--- config.mk ---
export PLATFORM = sky130hd
export DESIGN_NAME = mpwa_walker
export DESIGN_NICKNAME = d
export VERILOG_FILES = /design/src/sv/mpwa_pkg.sv /design/src/sv/mpwa_walker.sv
export SDC_FILE = /design/constraint.sdc
export NUM_CORES = 1
export LEC_CHECK = 0
export BUFFER_PORTS_ARGS = -buffer_cell sky130_fd_sc_hd__buf_2
export CORE_MARGIN = 1
export CORE_UTILIZATION = 30
export CTS_CLUSTER_DIAMETER = 100
export DETAILED_ROUTE_END_ITERATION = 16
export GPL_TIMING_DRIVEN = 0
export SKIP_CTS_REPAIR_TIMING = 1
export SLEW_MARGIN = 20
export SYNTH_ARGS = -nofsm -noshare
export SYNTH_HDL_FRONTEND = slang
export SYNTH_SLANG_ARGS = --single-unit
--- constraint.sdc ---
create_clock -name clk -period 15.7 [get_ports clk]
set_input_delay 3.14 -clock clk [delete_from_list [all_inputs] [get_ports clk]]
set_output_delay 3.14 -clock clk [all_outputs]
set_load 0.01 [all_outputs]
--- src/sv/mpwa_pkg.sv ---
`timescale 1ns / 1ps
// mpwa_pkg: shared types, codes and constants of the max pooling argmax unit.
// No dependencies; used by every module of the block.
package mpwa_pkg;

  // Default sizes, handed to the top-level parameters.
  localparam int MAX_DIM_DEF    = 64;
  localparam int MAX_WINDOW_DEF = 8;

  // Field widths fixed by the interface.
  localparam int CFG_DATA_W = 7;
  localparam int CFG_IDX_W  = 2;
  localparam int DIM_W      = 7;
  localparam int WIN_W      = 4;
  localparam int POS_W      = 6;
  localparam int SAMPLE_W   = 16;
  localparam int INDEX_W    = 13;
  localparam int LOAD_W     = 12;

  // Window coordinate: row * stride plus window offset stays below 2**11.
  localparam int RC_W      = 11;
  // Row start address r * width, wide enough for any coordinate and width.
  localparam int ROWADDR_W = RC_W + DIM_W;

  // Request selector codes.
  localparam logic FUNC_LOAD = 1'b0;
  localparam logic FUNC_POOL = 1'b1;

  // Register indexes.
  localparam logic [CFG_IDX_W-1:0] REG_IN_HEIGHT   = 2'd0;
  localparam logic [CFG_IDX_W-1:0] REG_IN_WIDTH    = 2'd1;
  localparam logic [CFG_IDX_W-1:0] REG_POOL_SIZE   = 2'd2;
  localparam logic [CFG_IDX_W-1:0] REG_STRIDE_STEP = 2'd3;

  // Empty-window result.
  localparam logic signed [SAMPLE_W-1:0] Q_MIN     = 16'sh8000;
  localparam logic signed [INDEX_W-1:0]  IDX_NONE  = '1;

  typedef struct packed {
    logic [DIM_W-1:0] in_height;
    logic [DIM_W-1:0] in_width;
    logic [WIN_W-1:0] pool_size;
    logic [WIN_W-1:0] stride_step;
  } cfg_t;

  // One window position handed from the address walker to the plane read.
  typedef struct packed {
    logic                 vld;   // position inside the plane: read it
    logic                 done;  // last position of the window (or empty window)
    logic [ROWADDR_W-1:0] idx;   // plane index of the position
  } issue_t;

endpackage

--- src/sv/mpwa_walker.sv ---
`timescale 1ns / 1ps
// mpwa_walker: window address sequencer, one window position per cycle.
// Depends on mpwa_pkg (cfg_t, issue_t, widths).
module mpwa_walker #(
  parameter int MAX_DIM    = mpwa_pkg::MAX_DIM_DEF,
  parameter int MAX_WINDOW = mpwa_pkg::MAX_WINDOW_DEF
) (
  input  logic                          clk,
  input  logic                          rst_n,
  input  logic                          start,
  input  logic [mpwa_pkg::POS_W-1:0]    row,
  input  logic [mpwa_pkg::POS_W-1:0]    col,
  input  mpwa_pkg::cfg_t                cfg,
  output mpwa_pkg::issue_t              iss
);

  localparam logic [1:0] WS_IDLE = 2'd0;
  localparam logic [1:0] WS_BASE = 2'd1;
  localparam logic [1:0] WS_ROW  = 2'd2;
  localparam logic [1:0] WS_SCAN = 2'd3;

  logic [1:0]                        st_r, st_nxt;
  logic [mpwa_pkg::POS_W-1:0]        row_r, row_nxt, col_r, col_nxt;
  logic [mpwa_pkg::RC_W-1:0]         r_r, r_nxt, c_r, c_nxt, c0_r, c0_nxt;
  logic [mpwa_pkg::WIN_W-1:0]        n_r, n_nxt, m_r, m_nxt;
  logic [mpwa_pkg::ROWADDR_W-1:0]    rowaddr_r, rowaddr_nxt;
  logic [mpwa_pkg::DIM_W-1:0]        h_sat, w_sat;
  logic [mpwa_pkg::WIN_W-1:0]        size_sat, size_m1;
  logic                              row_end, last;

  // Clamp the plane and window sizes to what the store and counters hold.
  assign h_sat = (32'(cfg.in_height) > MAX_DIM) ? mpwa_pkg::DIM_W'(MAX_DIM) : cfg.in_height;
  assign w_sat = (32'(cfg.in_width) > MAX_DIM) ? mpwa_pkg::DIM_W'(MAX_DIM) : cfg.in_width;
  assign size_sat = (32'(cfg.pool_size) > MAX_WINDOW) ? mpwa_pkg::WIN_W'(MAX_WINDOW)
                                                      : cfg.pool_size;
  assign size_m1 = size_sat - mpwa_pkg::WIN_W'(1);
  assign row_end = (m_r == size_m1);
  assign last    = row_end && (n_r == size_m1);

  assign iss.vld  = (st_r == WS_SCAN) && (r_r < mpwa_pkg::RC_W'(h_sat))
                    && (c_r < mpwa_pkg::RC_W'(w_sat));
  assign iss.done = ((st_r == WS_ROW) && (size_sat == '0)) || ((st_r == WS_SCAN) && last);
  assign iss.idx  = rowaddr_r + mpwa_pkg::ROWADDR_W'(c_r);

  always_comb begin
    st_nxt      = st_r;
    row_nxt     = row_r;
    col_nxt     = col_r;
    r_nxt       = r_r;
    c_nxt       = c_r;
    c0_nxt      = c0_r;
    n_nxt       = n_r;
    m_nxt       = m_r;
    rowaddr_nxt = rowaddr_r;
    unique case (st_r)
      WS_IDLE: begin
        if (start) begin
          row_nxt = row;
          col_nxt = col;
          st_nxt  = WS_BASE;
        end
      end
      WS_BASE: begin
        r_nxt  = mpwa_pkg::RC_W'(row_r) * mpwa_pkg::RC_W'(cfg.stride_step);
        c0_nxt = mpwa_pkg::RC_W'(col_r) * mpwa_pkg::RC_W'(cfg.stride_step);
        c_nxt  = mpwa_pkg::RC_W'(col_r) * mpwa_pkg::RC_W'(cfg.stride_step);
        n_nxt  = '0;
        m_nxt  = '0;
        st_nxt = WS_ROW;
      end
      WS_ROW: begin
        rowaddr_nxt = mpwa_pkg::ROWADDR_W'(r_r) * mpwa_pkg::ROWADDR_W'(w_sat);
        st_nxt      = (size_sat == '0) ? WS_IDLE : WS_SCAN;
      end
      WS_SCAN: begin
        // Advance along the row; wrap to the next row by adding one width.
        if (row_end) begin
          m_nxt       = '0;
          c_nxt       = c0_r;
          n_nxt       = n_r + mpwa_pkg::WIN_W'(1);
          r_nxt       = r_r + mpwa_pkg::RC_W'(1);
          rowaddr_nxt = rowaddr_r + mpwa_pkg::ROWADDR_W'(w_sat);
        end else begin
          m_nxt = m_r + mpwa_pkg::WIN_W'(1);
          c_nxt = c_r + mpwa_pkg::RC_W'(1);
        end
        if (last) begin
          st_nxt = WS_IDLE;
        end
      end
      default: st_nxt = WS_IDLE;
    endcase
  end

  always_ff @(posedge clk) begin
    if (!rst_n) begin
      st_r <= WS_IDLE;
    end else begin
      st_r <= st_nxt;
    end
    row_r     <= row_nxt;
    col_r     <= col_nxt;
    r_r       <= r_nxt;
    c_r       <= c_nxt;
    c0_r      <= c0_nxt;
    n_r       <= n_nxt;
    m_r       <= m_nxt;
    rowaddr_r <= rowaddr_nxt;
  end

endmodule

==> flow_summary.json, run 1 <==
{
  "status": "completed",
  "die-area_sq_mm": 0.02917,
  "pre_cts_ws_ns": 6.786,
  "via_count": 6593,
  "tightest_slew_ns": 0.8317,
  "drv_slew": 0,
  "hpwlAfterDp_mm": 16.45,
  "wl_per_cell_um": 14.73,
  "avgViaCountPerCell": 4.802,
  "rows": 61,
  "async_reset_ff_share_pct": 0,
  "endpoint_kind": "output port",
  "grt_pass1_vias": 6620,
  "place_area_sq_mm": 0.009319,
  "port_buffers": 56,
  "max_stage_delay_ns": 0.50,
  "cts_sinks": 72,
  "syn_area_sq_mm": 0.008547,
  "fin_nets": 1189,
  "grt_pass1_wl_mm": 33.18,
  "clockBufferDepth": 2,
  "drive_gt1_share_pct": 9.146,
  "core_area_sq_mm": 0.02793,
  "overflow": 0,
  "clk_pin_slew_worst_paths_ns": 0.06,
  "drt_iter0_drc": 332,
  "post-route-util_pct": 34.43,
  "synthFlopType": "edfxtp_1",
  "synth-edff-count": 70,
  "worstPathRequired_ns": 12.56,
  "synth_top_area_share_pct": 24.59,
  "worstPathCellList": "buf_2 -> nor2b_1 -> clkbuf_1 -> inv_1 -> ha_1 -> a21o_1 -> a21oi_1 -> o211ai_1 -> a41oi_1 -> buf_2",
  "cts_buffers": 9,
  "die_h_um": 170.8,
  "cts-root-buf": "clkbuf_16",
  "synth_area_leader_cell": "edfxtp_1",
  "setup_tns_ns": 0,
  "cp-start-kind": "input port",
  "finalClockSkew_ns": 0.007209,
  "multiInputGateArea_sq_mm": 0.005948,
  "syn_avg_cell_area_sq_um": 9.270,
  "ant_nets": 0,
  "cp_max_fo": 10,
  "antenna_cells": 0,
  "synth.top_cells.by_area": "edfxtp_1 25%, ha_1 15%, fa_1 15%",
  "synth_nets": 1121,
  "antenna_found_initial": 0,
  "ys_types": 58,
  "layout_setup_ws_ns": 6.948,
  "irDropWorstVdd_mv": 0.05970,
  "register_area_sq_mm": 0.002142,
  "hp-class": "flop to flop",
  "setup_violations": 0,
  "clock_latency_ns": 0.35,
  "crit_buf_inv": 4,
  "max_freq_mhz": 114.3,
  "syn_inst": 922,
  "critPathKind": "input port to output port",
  "fill_cells": 2967,
  "start_util_pct": 30.60,
  "p_leak_nw": 4.316,
  "hold_ws_ns": 0.5996,
  "syn2layout_area_growth_pct": 12.53,
  "fin_crit_sh_pct": 55.75,
  "rrSetupSlack_ns": 10.67,
  "grt_max_degree": 16,
  "die_w_um": 170.8,
  "rsz0062_at_grt": "no",
  "drtPass1Iterations": 5,
  "synth_seq_cells": 72,
  "grt_usage_pct": 14.58,
  "min_period_ns": 8.752,
  "arrival_ns": 5.61,
  "synth_warnings": 0,
  "routed_wl_mm": 20.23,
  "pin_count": 57,
  "fin_area_sq_mm": 0.009618,
  "cts_max_level": 3,
  "crit_slowest_cell": "clkbuf_1",
  "hold_viol_final": 0,
  "power_density_mw_per_mm2": 113.1,
  "max-cap-violations": 0,
  "cp_top_family": "buffers and inverters",
  "crit_top_cell": "buf_2",
  "yosysSeqAreaShare_pct": 25.06,
  "cts_tree": "done",
  "relSlewSlack_pct": 44.55,
  "drc": 0,
  "finalWeightedCongestion": 0.8294
}
-- kinds of logic (layout without fill, tap and decap cells) --
logic type | after synthesis | count (layout) | synth area share, %
flops | 72 | 72 | 25.06
compound gates | 153 | 153 | 11.67
buf+inv | 119 | 192 | 5.416
fa+ha+maj | 162 | 162 | 29.16
mux | 13 | 13 | 1.537
simple gates | 321 | 321 | 18.59
xor+xnor | 82 | 82 | 8.564
-- layer usage --
metal  GRT usage, %  vias up  part of all wire [%]  routed length (um)
met5              0        -                     0                   0
met2          26.16       96                    51               10220
met3          2.151       18                   2.4                 492
met1          17.89     3201                    45                9149
met4          4.426        0                   1.8                 363
li1               -     3278                     -                   -
-- power by group --
| part | switching [W] | leakage, nW | internal (W) |
|---|---|---|---|
| registers | 0.0000305 | 0.679 | 0.000264 |
| clock network | 0.0000848 | 0.139 | 0.000123 |
| logic | 0.000338 | 3.50 | 0.000248 |
| total | 0.000453 | 4.32 | 0.000635 |
-- synthesized netlist by cell type, types with 7 or more instances --
library cell	n
a21o_1	15
a21oi_1	42
and2_1	78
and3_1	9
clkbuf_1	32
edfxtp_1	70
fa_1	62
ha_1	100
inv_1	83
mux2i_1	12
nand2_1	108
nand3_1	25
nor2_1	46
nor2b_1	15
nor3_1	19
o21a_1	7
o21ai_0	37
xnor2_1	50
xor2_1	31
-- tightest hold or removal path, delay by kind of cell (launching register included) --
| kind | cells | cell delay (ns) |
|---|---|---|
| AO/OA/AOI/OAI | 1 | 0.13 |
| flip-flops | 1 | 0.32 |
| multiplexers | 1 | 0.05 |
-- placed cells by master (no fill, tap or decap), types with 4 or more instances in the layout --
master,n
clkbuf_1,32
inv_1,83
a21oi_1,41
nand4_1,5
edfxtp_1,70
fa_1,62
nor2b_1,14
nor2_1,46
nand3_1,25
nand2_1,108
clkbuf_16,9
and2_1,78
mux2i_1,12
o21a_1,7
a211oi_1,5
nor4_1,4
buf_2,57
ha_1,100
o21bai_1,4
a31oi_1,4
o31ai_1,5
xnor2_1,50
or2_2,4
nor3_1,19
o21ai_0,37
and3_1,9
a21o_1,15
xor2_1,31
-- final timing paths --
check	from	to	cells after the start
setup reg to reg	r_r[3]$_DFFE_PP_	rowaddr_r[10]$_DFFE_PP_	16
hold reg to reg	c0_r[1]$_DFFE_PP_	c_r[1]$_DFFE_PP_	2
hold / removal	c0_r[1]$_DFFE_PP_	c_r[1]$_DFFE_PP_	2
setup / recovery	cfg[14]	iss[19]	10
-- per-stage QoR --
stage / power [W] / cells
detailed placement: 0.0008883 / 1357
finish: 0.001088 / 1373
global route: 0.001188 / 1373
CTS: 0.001103 / 1373
global placement: 0.0008791 / 1356
floorplan: 0.0007301 / 922
-- flip-flops by register name, summed over array words and instances (netlist names) --
name and flops:
row_r 6, c_r 11, r_r 11, n_r 4
st_r 2, c0_r 10, m_r 4, col_r 6
rowaddr_r 18
-- area by class of cell --
type	instances	area share [%]
multi-input cells	731	61.84
flip-flops and latches	72	22.27
well taps	378	4.917
inverters	83	3.239
repair buffers	57	3.070
clock buffers	9	2.342
plain buffers	36	1.574
clock inverters	7	0.7415
Note: power is estimated with default switching activity, not from simulation.
==> inputs of run 2 (changes only) <==
--- a/config.mk
+++ b/config.mk
@@ -5,6 +5,7 @@
 export SDC_FILE = /design/constraint.sdc
 export NUM_CORES = 1
 export LEC_CHECK = 0
+export ABC_AREA = 1
 export BUFFER_PORTS_ARGS = -buffer_cell sky130_fd_sc_hd__buf_2
 export CORE_MARGIN = 1
 export CORE_UTILIZATION = 30
==> constraint.sdc (replaced) <==
create_clock -name clk -period 8.8 [get_ports clk]
set_input_delay 1.76 -clock clk [delete_from_list [all_inputs] [get_ports clk]]
set_output_delay 1.76 -clock clk [all_outputs]
set_load 0.01 [all_outputs]
==> run 2 against run 1 <==
  * Clock-buffer cell count stayed put
  * Clock skew about the same
  * Core utilization rose by 0.28 points
  * Non-clock buffer count shrank 20
  * Register-to-register slack lost 6.5 ns
  * First-iteration DRC count rose by 52%
  * Sequential share of layout area is 0.36 points lower
  * Final area rose by 1.6%
  * Die area grew 1.7%
  * Flip-flop and latch count is the same
  * Largest power group unchanged
==> flow_summary.json, run 2 <==
{
  "hp-class": "flop to flop",
  "largest_reg_flops": 18,
  "cp-start-kind": "input port",
  "pin_count": 57,
  "synthFlopType": "edfxtp_1",
  "min_period_ns": 6.529,
  "setup_tns_ns": 0,
  "wl_per_cell_um": 13.84,
  "final_common_cell": "nand2_1",
  "r2r_cells": 16,
  "max_freq_mhz": 153.2,
  "regToRegStartpoint": "r_r[4]$_DFFE_PP_",
  "drtPass1Iterations": 5,
  "cts_buffers": 9,
  "setup_violations": 0,
  "drive_gt1_share_pct": 8.106,
  "die_h_um": 172.3,
  "hold_viol_final": 0,
  "syn_area_sq_mm": 0.008697,
  "synthTopCellsByCount": "297 x nand2_1, 182 x inv_1, 106 x nor2_1",
  "cp_max_fo": 8,
  "relSlewSlack_pct": 41.00,
  "irDropWorstVdd_mv": 0.07936,
  "finalWeightedCongestion": 0.9064,
  "max-cap-violations": 0,
  "antenna_cells": 0,
  "final_cell_mix": "297 x nand2_1, 182 x inv_1, 104 x nor2_1",
  "fin_nets": 1403,
  "top_regs": "rowaddr_r x18, c_r x11, r_r x11",
  "clock_latency_ns": 0.34,
  "drt_iter0_drc": 506,
  "arrival_ns": 6.63,
  "p_leak_nw": 5.056,
  "syn_inst": 1135,
  "die-area_sq_mm": 0.02968,
  "avgViaCountPerCell": 4.683,
  "syn2layout_area_growth_pct": 12.40,
  "synth_warnings": 0,
  "finalClockSkew_ns": 0.007405,
  "ant_nets": 0,
  "synth_top_area_share_pct": 24.17,
  "r2r_end": "rowaddr_r[12]$_DFFE_PP_",
  "cts-root-buf": "clkbuf_16",
  "cts_tree": "done",
  "synth-edff-count": 70,
  "async_reset_ff_share_pct": 0,
  "synth_most_common_cell": "nand2_1",
  "clk_pin_slew_worst_paths_ns": 0.06,
  "rsz0062_at_grt": "no",
  "antenna_found_initial": 0,
  "layout_setup_ws_ns": 2.271,
  "clockBufferDepth": 2,
  "critPathKind": "input port to flop",
  "die_w_um": 172.3,
  "synth_nets": 1334,
  "core_area_sq_mm": 0.02816,
  "drv_slew": 0,
  "worstPathRequired_ns": 8.90,
  "rows": 61,
  "hpwlAfterDp_mm": 18.14,
  "syn_avg_cell_area_sq_um": 7.663,
  "synth.top_cells.by_area": "edfxtp_1 24%, ha_1 14%, fa_1 14%",
  "grt_pass1_vias": 7240,
  "synth_seq_cells": 72,
  "grt_max_degree": 16,
  "endpoint_kind": "flop",
  "fin_crit_sh_pct": 74.20,
  "routed_wl_mm": 21.97,
  "pre_cts_ws_ns": 1.933,
  "finalPower_w": 0.002041,
  "grt_usage_pct": 15.69,
  "ys_types": 42,
  "start_util_pct": 30.88,
  "grt_pass1_wl_mm": 36.03,
  "yosysSeqAreaShare_pct": 24.63,
  "overflow": 0,
  "tightest_slew_ns": 0.8849,
  "drc": 0,
  "power_density_mw_per_mm2": 208.8,
  "cp-startpoint": "cfg[14]",
  "synth_area_leader_cell": "edfxtp_1",
  "critPathCapture": "rowaddr_r[12]$_DFFE_PP_",
  "via_count": 7432,
  "status": "completed",
  "cts_sinks": 72,
  "port_buffers": 56,
  "cts_max_level": 3,
  "regMostFlops": "rowaddr_r",
  "rrSetupSlack_ns": 4.14
}
run 2: kinds of logic after synthesis:
| kind of cell | synth area share [%] |
|---|---|
| XOR/XNOR | 4.028 |
| flip-flops | 24.63 |
| buffers and inverters | 8.862 |
| AO/OA/AOI/OAI | 6.992 |
| AND/OR/NAND/NOR | 26.83 |
| adder cells (fa/ha/maj) | 28.66 |
run 2: layer usage:
layer	wire, um	track usage [%]	part of all wire (%)
met5	0	0	0
met4	325	4.002	1.5
met3	1074	3.090	4.9
met2	9911	25.77	45
met1	10650	20.99	49
run 2: worst min path at each step:
stage	slack, ns	startpoint	to	depth (start not counted)
finish	0.52	c0_r[6]$_DFFE_PP_	c_r[6]$_DFFE_PP_	2
global route	0.55	c0_r[6]$_DFFE_PP_	c_r[6]$_DFFE_PP_	2
CTS	0.52	c0_r[6]$_DFFE_PP_	c_r[6]$_DFFE_PP_	2
detailed placement	0.51	c0_r[6]$_DFFE_PP_	c_r[6]$_DFFE_PP_	2
global placement	0.50	c0_r[7]$_DFFE_PP_	c_r[7]$_DFFE_PP_	2
floorplan	0.50	c0_r[0]$_DFFE_PP_	c_r[0]$_DFFE_PP_	2
run 2: final cells by class:
cell class / instances / area [sq um]
fill: 2982 / 18390
multi-input combinational: 861 / 5794
sequential: 72 / 2142
inverter: 187 / 701.9
tap: 378 / 473.0
timing repair buffer: 58 / 299.0
clock buffer: 9 / 225.2
clock inverter: 7 / 71.32
buffer: 15 / 68.82
run 2: through the flow:
stage          cells  cell area [sq um]  utilization, %  hold WS [ns]
2_1_floorplan   1135               8697               -        0.4984
4_1_cts         1587               9776           34.71        0.5225
3_5_place_dp    1571               9479           33.66        0.5081
6_report        1587               9776           34.71        0.5230
5_1_grt         1587               9776           34.71        0.5502
3_3_place_gp    1569               9450           33.56        0.5024
run 2: power breakdown:
part | switching, W | internal, W | leakage [nW]
sequential | 0.0000769 | 0.000483 | 0.680
combinational | 0.000689 | 0.000421 | 4.23
clock | 0.000152 | 0.000220 | 0.141
run 2: worst max-delay path, cell delays in order:
cell and delay [ns]:
buf_2 0.17, nor2_1 0.55, clkinv_1 0.45, nor2_1 0.25
fa_1 0.43, fa_1 0.47, fa_1 0.54, inv_1 0.06
fa_1 0.53, inv_1 0.05, ha_1 0.37, a21oi_1 0.31
o21ai_0 0.18, inv_1 0.09, nand3_1 0.13, nor2_1 0.11
nand3b_1 0.10, nand2_1 0.05
